**src/hdl/cht_ram.sv**
```systemverilog
// Generic single-write, single-read synchronous RAM with a registered read.
// No dependencies.
module cht_ram #(
  parameter int unsigned WIDTH = 8,
  parameter int unsigned DEPTH = 256
) (
  input  logic                     clk,
  input  logic                     wr_en,
  input  logic [$clog2(DEPTH)-1:0] wr_addr,
  input  logic [WIDTH-1:0]         wr_data,
  input  logic                     rd_en,
  input  logic [$clog2(DEPTH)-1:0] rd_addr,
  output logic [WIDTH-1:0]         rd_data
);

  logic [WIDTH-1:0] mem [DEPTH];

  // Write port and registered read port; read data holds while rd_en is low.
  always_ff @(posedge clk) begin
    if (wr_en) begin
      mem[wr_addr] <= wr_data;
    end
    if (rd_en) begin
      rd_data <= mem[rd_addr];
    end
  end

endmodule

```
**config.mk**
```make
export PLATFORM = sky130hd
export DESIGN_NAME = cht_ram
export DESIGN_NICKNAME = d
export VERILOG_FILES = /design/src/hdl/cht_ram.sv
export SDC_FILE = /design/constraint.sdc
export NUM_CORES = 2
export LEC_CHECK = 0
export BUFFER_PORTS_ARGS = -buffer_cell sky130_fd_sc_hd__clkbuf_2
export CAP_MARGIN = 30
export CORE_MARGIN = 5
export CORE_UTILIZATION = 35
export DETAILED_ROUTE_END_ITERATION = 16
export GPL_TIMING_DRIVEN = 0
export SYNTH_ARGS = -nofsm -noshare
export SYNTH_HDL_FRONTEND = slang
export SYNTH_SLANG_ARGS = --single-unit
```
**constraint.sdc**
```tcl
create_clock -name clk -period 2.4 [get_ports clk]
set_clock_uncertainty 0.2 [all_clocks]
set_input_delay 0.24 -clock clk [delete_from_list [all_inputs] [get_ports clk]]
set_output_delay 0.24 -clock clk [all_outputs]
set_load 0.01 [all_outputs]
```
* Word level (Yosys, flattened, before mapping)
Memories as Yosys holds them, arrays and structs flattened. A register that Yosys moved wholly into a read port is not among the register bits.
Index checks and enable logic that the tools add are counted.
Widths: inputs -> output; s select.
** Word-level totals
- Bits in registers :: 0
- Output and inout bits :: 8
- Memory bits (writable) :: 2048
- Memories kept :: 1
- Logic and storage cells :: 3
- Input port bits :: 27
** Memory list
- mem :: words 256, bits a word 8, read ports 1, clocked after memory_dff 1, wr ports 1, line 16 : logic [WIDTH-1:0] mem [DEPTH];
** Cells by class
- Multiplexer cells :: 2
** Operator list (count)
- $mux 1 :: 2

* Longest topological paths before layout
- Depth in word-level cells :: 2
- Depth in mapped cells :: 11
- Gate-level depth less buffers :: 6

* Least setup slack after synthesis
No wires, ideal clock.
- Path kind :: input to register
- Start :: in rd_addr[0]
- End :: reg rd_data[2] (read register of mem) (data pin)
- Setup slack :: -0.116 ns
- Stages :: 9
- Arrival time :: 2.047 ns
- Path buffers :: 4
- Required time :: 1.931 ns
- Library setup time :: 0.269 ns
- Cells stage by stage :: buf_6 buf_12 buf_8 buf_2 mux4_2 a22oi_1 a21oi_1 nor4_1 nor4_2
** RTL lines
- from (decl) :: line 12 : input logic [$clog2(DEPTH)-1:0] rd_addr,
- to (decl) :: line 13 : output logic [WIDTH-1:0] rd_data

==> impl_metrics.json <==
{
  "synth_edf_count": 2056,
  "setup_viol": 304,
  "startpoint_type": "input port",
  "finalHoldViolations": 0,
  "synth_area_leader_cell": "edfxtp_1",
  "whs_endpoint": "mem[204][4]$_DFFE_PP_",
  "drive_above_1_share_pct": 31.1,
  "die_area_sq_mm": 0.237,
  "synth_area_sq_mm": 0.0796,
  "synth.distinct_cells": 54,
  "place_hpwl_mm": 164,
  "hp-class": "in -> reg",
  "tns_ns": -12.07,
  "power_density_mw_per_mm2": 814,
  "min-delay-start": "wr_addr[2]",
  "grt_pass1_vias": 41200,
  "fillers": 19800,
  "design.core.area_sq_mm": 0.227,
  "layout_worst_path_cycle_share_pct": 122,
  "synth_top_area_share_pct": 77.5,
  "viasPerCell": 5.76,
  "crit_required_ns": 2.79,
  "holdPathStages": 3,
  "muxShareOfSynthArea_pct": 14.6,
  "yosys.cell_count.top_type": "edfxtp_1",
  "place.gp.congestion": 0.943,
  "leakagePower_nw": 28.5,
  "reg2reg_from": "mem[101][0]$_DFFE_PP_",
  "routed_wl_mm": 246,
  "drc": 0,
  "cts_max_level": 4,
  "grt.met1_usage_pct": 27.5,
  "ff2ff_setup_slack_ns": -0.46,
  "synth_top_cells_by_count": "edfxtp_1, mux4_2, nor2_1",
  "synth_area_per_cell_sq_um": 21.3,
  "violations": "setup timing",
  "num_rows": 175,
  "top_usage_layer": "met2",
  "grt_antenna_before_repair": 15,
  "crit_type": "in -> reg",
  "drt_pass1_iterations": 6,
  "synthCells": 3733,
  "dp_cells": 6825,
  "timing.final.ws_setup_ns": -0.538,
  "layout.nets": 4080,
  "clock.fmax_ghz": 0.340,
  "clock_latency_ns": 0.88,
  "arrival_ns": 3.33,
  "grt_pass1_wl_mm": 338,
  "grt_usage_pct": 20.5,
  "ys_top_cells_by_area": "edfxtp_1, mux4_2, mux2i_1",
  "drt_iter0_markers": 5896,
  "ir_drop_uv": 658,
  "die_h_um": 487,
  "worstSetupEndpointType": "flip-flop",
  "global_route.usage.met3_pct": 4.76,
  "synth-xor-area-share_pct": 0,
  "final_area_sq_mm": 0.0938,
  "reg2reg_depth": 6,
  "grtUsageMet2_pct": 31.6,
  "cts.path.max_buffers": 3,
  "cts_tree": "done",
  "status": "complete, but fails checks",
  "ys_async_sr_fraction_pct": 0,
  "clkTransAtPathRegs_ns": 0.06,
  "vias": 41700,
  "yosysSeqAreaShare_pct": 77.5,
  "cts_root_buf": "clkbuf_16",
  "grt_max_degree": 150,
  "die_x_um": 487,
  "syn_nets": 3760,
  "synth_flop_cell": "edfxtp_1",
  "maxCapViolations": 0,
  "port_buffers": 27,
  "report.final.slew_viol_count": 0,
  "wl_per_cell_um": 34.0,
  "rsz0062_at_grt": "true",
  "stdcell_count": 7243,
  "tritoncts.num_buffers": 209,
  "synth_simple_gate_area_share_pct": 2.63,
  "dpl_cell_area_sq_mm": 0.0847,
  "gr-total-overflow": 0,
  "ant_nets": 0,
  "cp_max_fo": 10,
  "initial_core_util_pct": 35.1,
  "finalCriticalPeriod_ns": 2.94,
  "syn2layout_area_growth_pct": 17.8,
  "io_pins": 35,
  "synth.ff_latch_count": 2056,
  "worst_pin_slew_ns": 1.21,
  "synth_top_family_by_area": "multiplexers",
  "yosys_warnings": 0,
  "synth_compound_area_share_pct": 3.42,
  "synth_adder_area_share_pct": 0,
  "whs_ns": 0.0911,
  "cts_sinks": 2056,
  "rr_endpoint": "rd_data[0]$_DFFE_PP_",
  "max_slew_margin_pct": 19.2
}
-- sequential cells by signal, indices dropped and copies added, names as in the netlist --
name     count
rd_data      8
mem       2048
-- metal layers --
layer | up-vias | share of wire (%)
met2 | 2466 | 46
met1 | 22300 | 38
met4 | 2 | 6.0
li1 | 16400 | -
met5 | - | 0.0045
met3 | 529 | 10
-- power breakdown --
group          switching, mW  internal, mW
Clock                   14.1          17.9
Combinational           3.23          1.55
Sequential            0.0213          39.6
-- timing repair --
item,CTS,global route
endpoints found under the setup margin,1288,627
pin swaps,26,22
setup buffers,9,7
resized for setup,472,96
hold buffers,10,0
hold endpoints to repair,762,0
-- area by class of cell --
cell class              count  area, sq um  area share [%]
diodes                      7         17.5          0.0187
plain buffers             231         1970            2.10
clock buffers             248         5380            5.73
clock inverters           137         1310            1.39
inverters                   2         8.76         0.00934
multi-input cells        1442        18300            19.5
flip-flops and latches   2056        61700            65.8
well taps                3009         3760            4.01
repair buffers            111         1300            1.38
-- cell usage in the layout (no fill, tap or decap), types with 27 or more instances in the layout --
master | synthesis | final
buf_8 | 13 | 42
nor2_1 | 282 | 101
nand3_1 | 34 | 32
clkinv_1 | 1 | 67
mux4_2 | 454 | 454
nand2_1 | 33 | 31
buf_2 | 31 | 30
nor2_4 | 0 | 100
mux2i_1 | 134 | 134
buf_4 | 27 | 53
edfxtp_1 | 2056 | 2056
clkbuf_1 | 111 | 80
a21oi_1 | 96 | 85
o22ai_1 | 28 | 27
buf_6 | 21 | 31
clkbuf_16 | 0 | 209
clkbuf_2 | 0 | 55
nor2_2 | 0 | 81
a22oi_1 | 133 | 129
clkinv_2 | 0 | 34
o221ai_1 | 46 | 36
-- logic make-up (layout without fill, tap and decap cells) --
family / Yosys count / after routing
compound gates: 385 / 385
buf+inv: 235 / 729
simple gates: 466 / 466
mux: 591 / 591
other cells: 0 / 7
flops: 2056 / 2056
-- worst max-delay path by stage --
| stage | slack, ns | end | depth (start not counted) | from |
|---|---|---|---|---|
| after floorplan | -0.01 | rd_data[2]$_DFFE_PP_ | 9 | rd_addr[0] |
| after global placement | -3.45 | rd_data[1]$_DFFE_PP_ | 9 | rd_addr[1] |
| after detailed placement | -2.62 | rd_data[0]$_DFFE_PP_ | 9 | rd_addr[2] |
| after CTS | -0.42 | rd_data[1]$_DFFE_PP_ | 5 | mem[83][1]$_DFFE_PP_ |
| after global routing | -0.42 | rd_data[2]$_DFFE_PP_ | 5 | mem[83][2]$_DFFE_PP_ |
| final | -0.54 | rd_data[1]$_DFFE_PP_ | 10 | rd_addr[2] |
-- per-stage QoR --
stage                     power [mW]  util, %  worst slack (ns)
after floorplan                 42.4        -           -0.0137
after global routing            78.3     41.3            -0.421
after CTS                       76.5     41.1            -0.417
after detailed placement        44.7     37.3             -2.62
after global placement          44.7     36.9             -3.45
final                           76.4     41.4            -0.538
-- worst max-delay path, stage by stage --
cell	delay, ns
clkbuf_2	0.28
buf_6	0.28
nor2b_1	0.15
buf_2	0.37
clkbuf_1	0.38
buf_8	0.24
a22oi_1	0.12
a21oi_1	0.58
nor3_4	0.12
nor4_4	0.50
No activity file was read; power rests on OpenSTA's default activity.
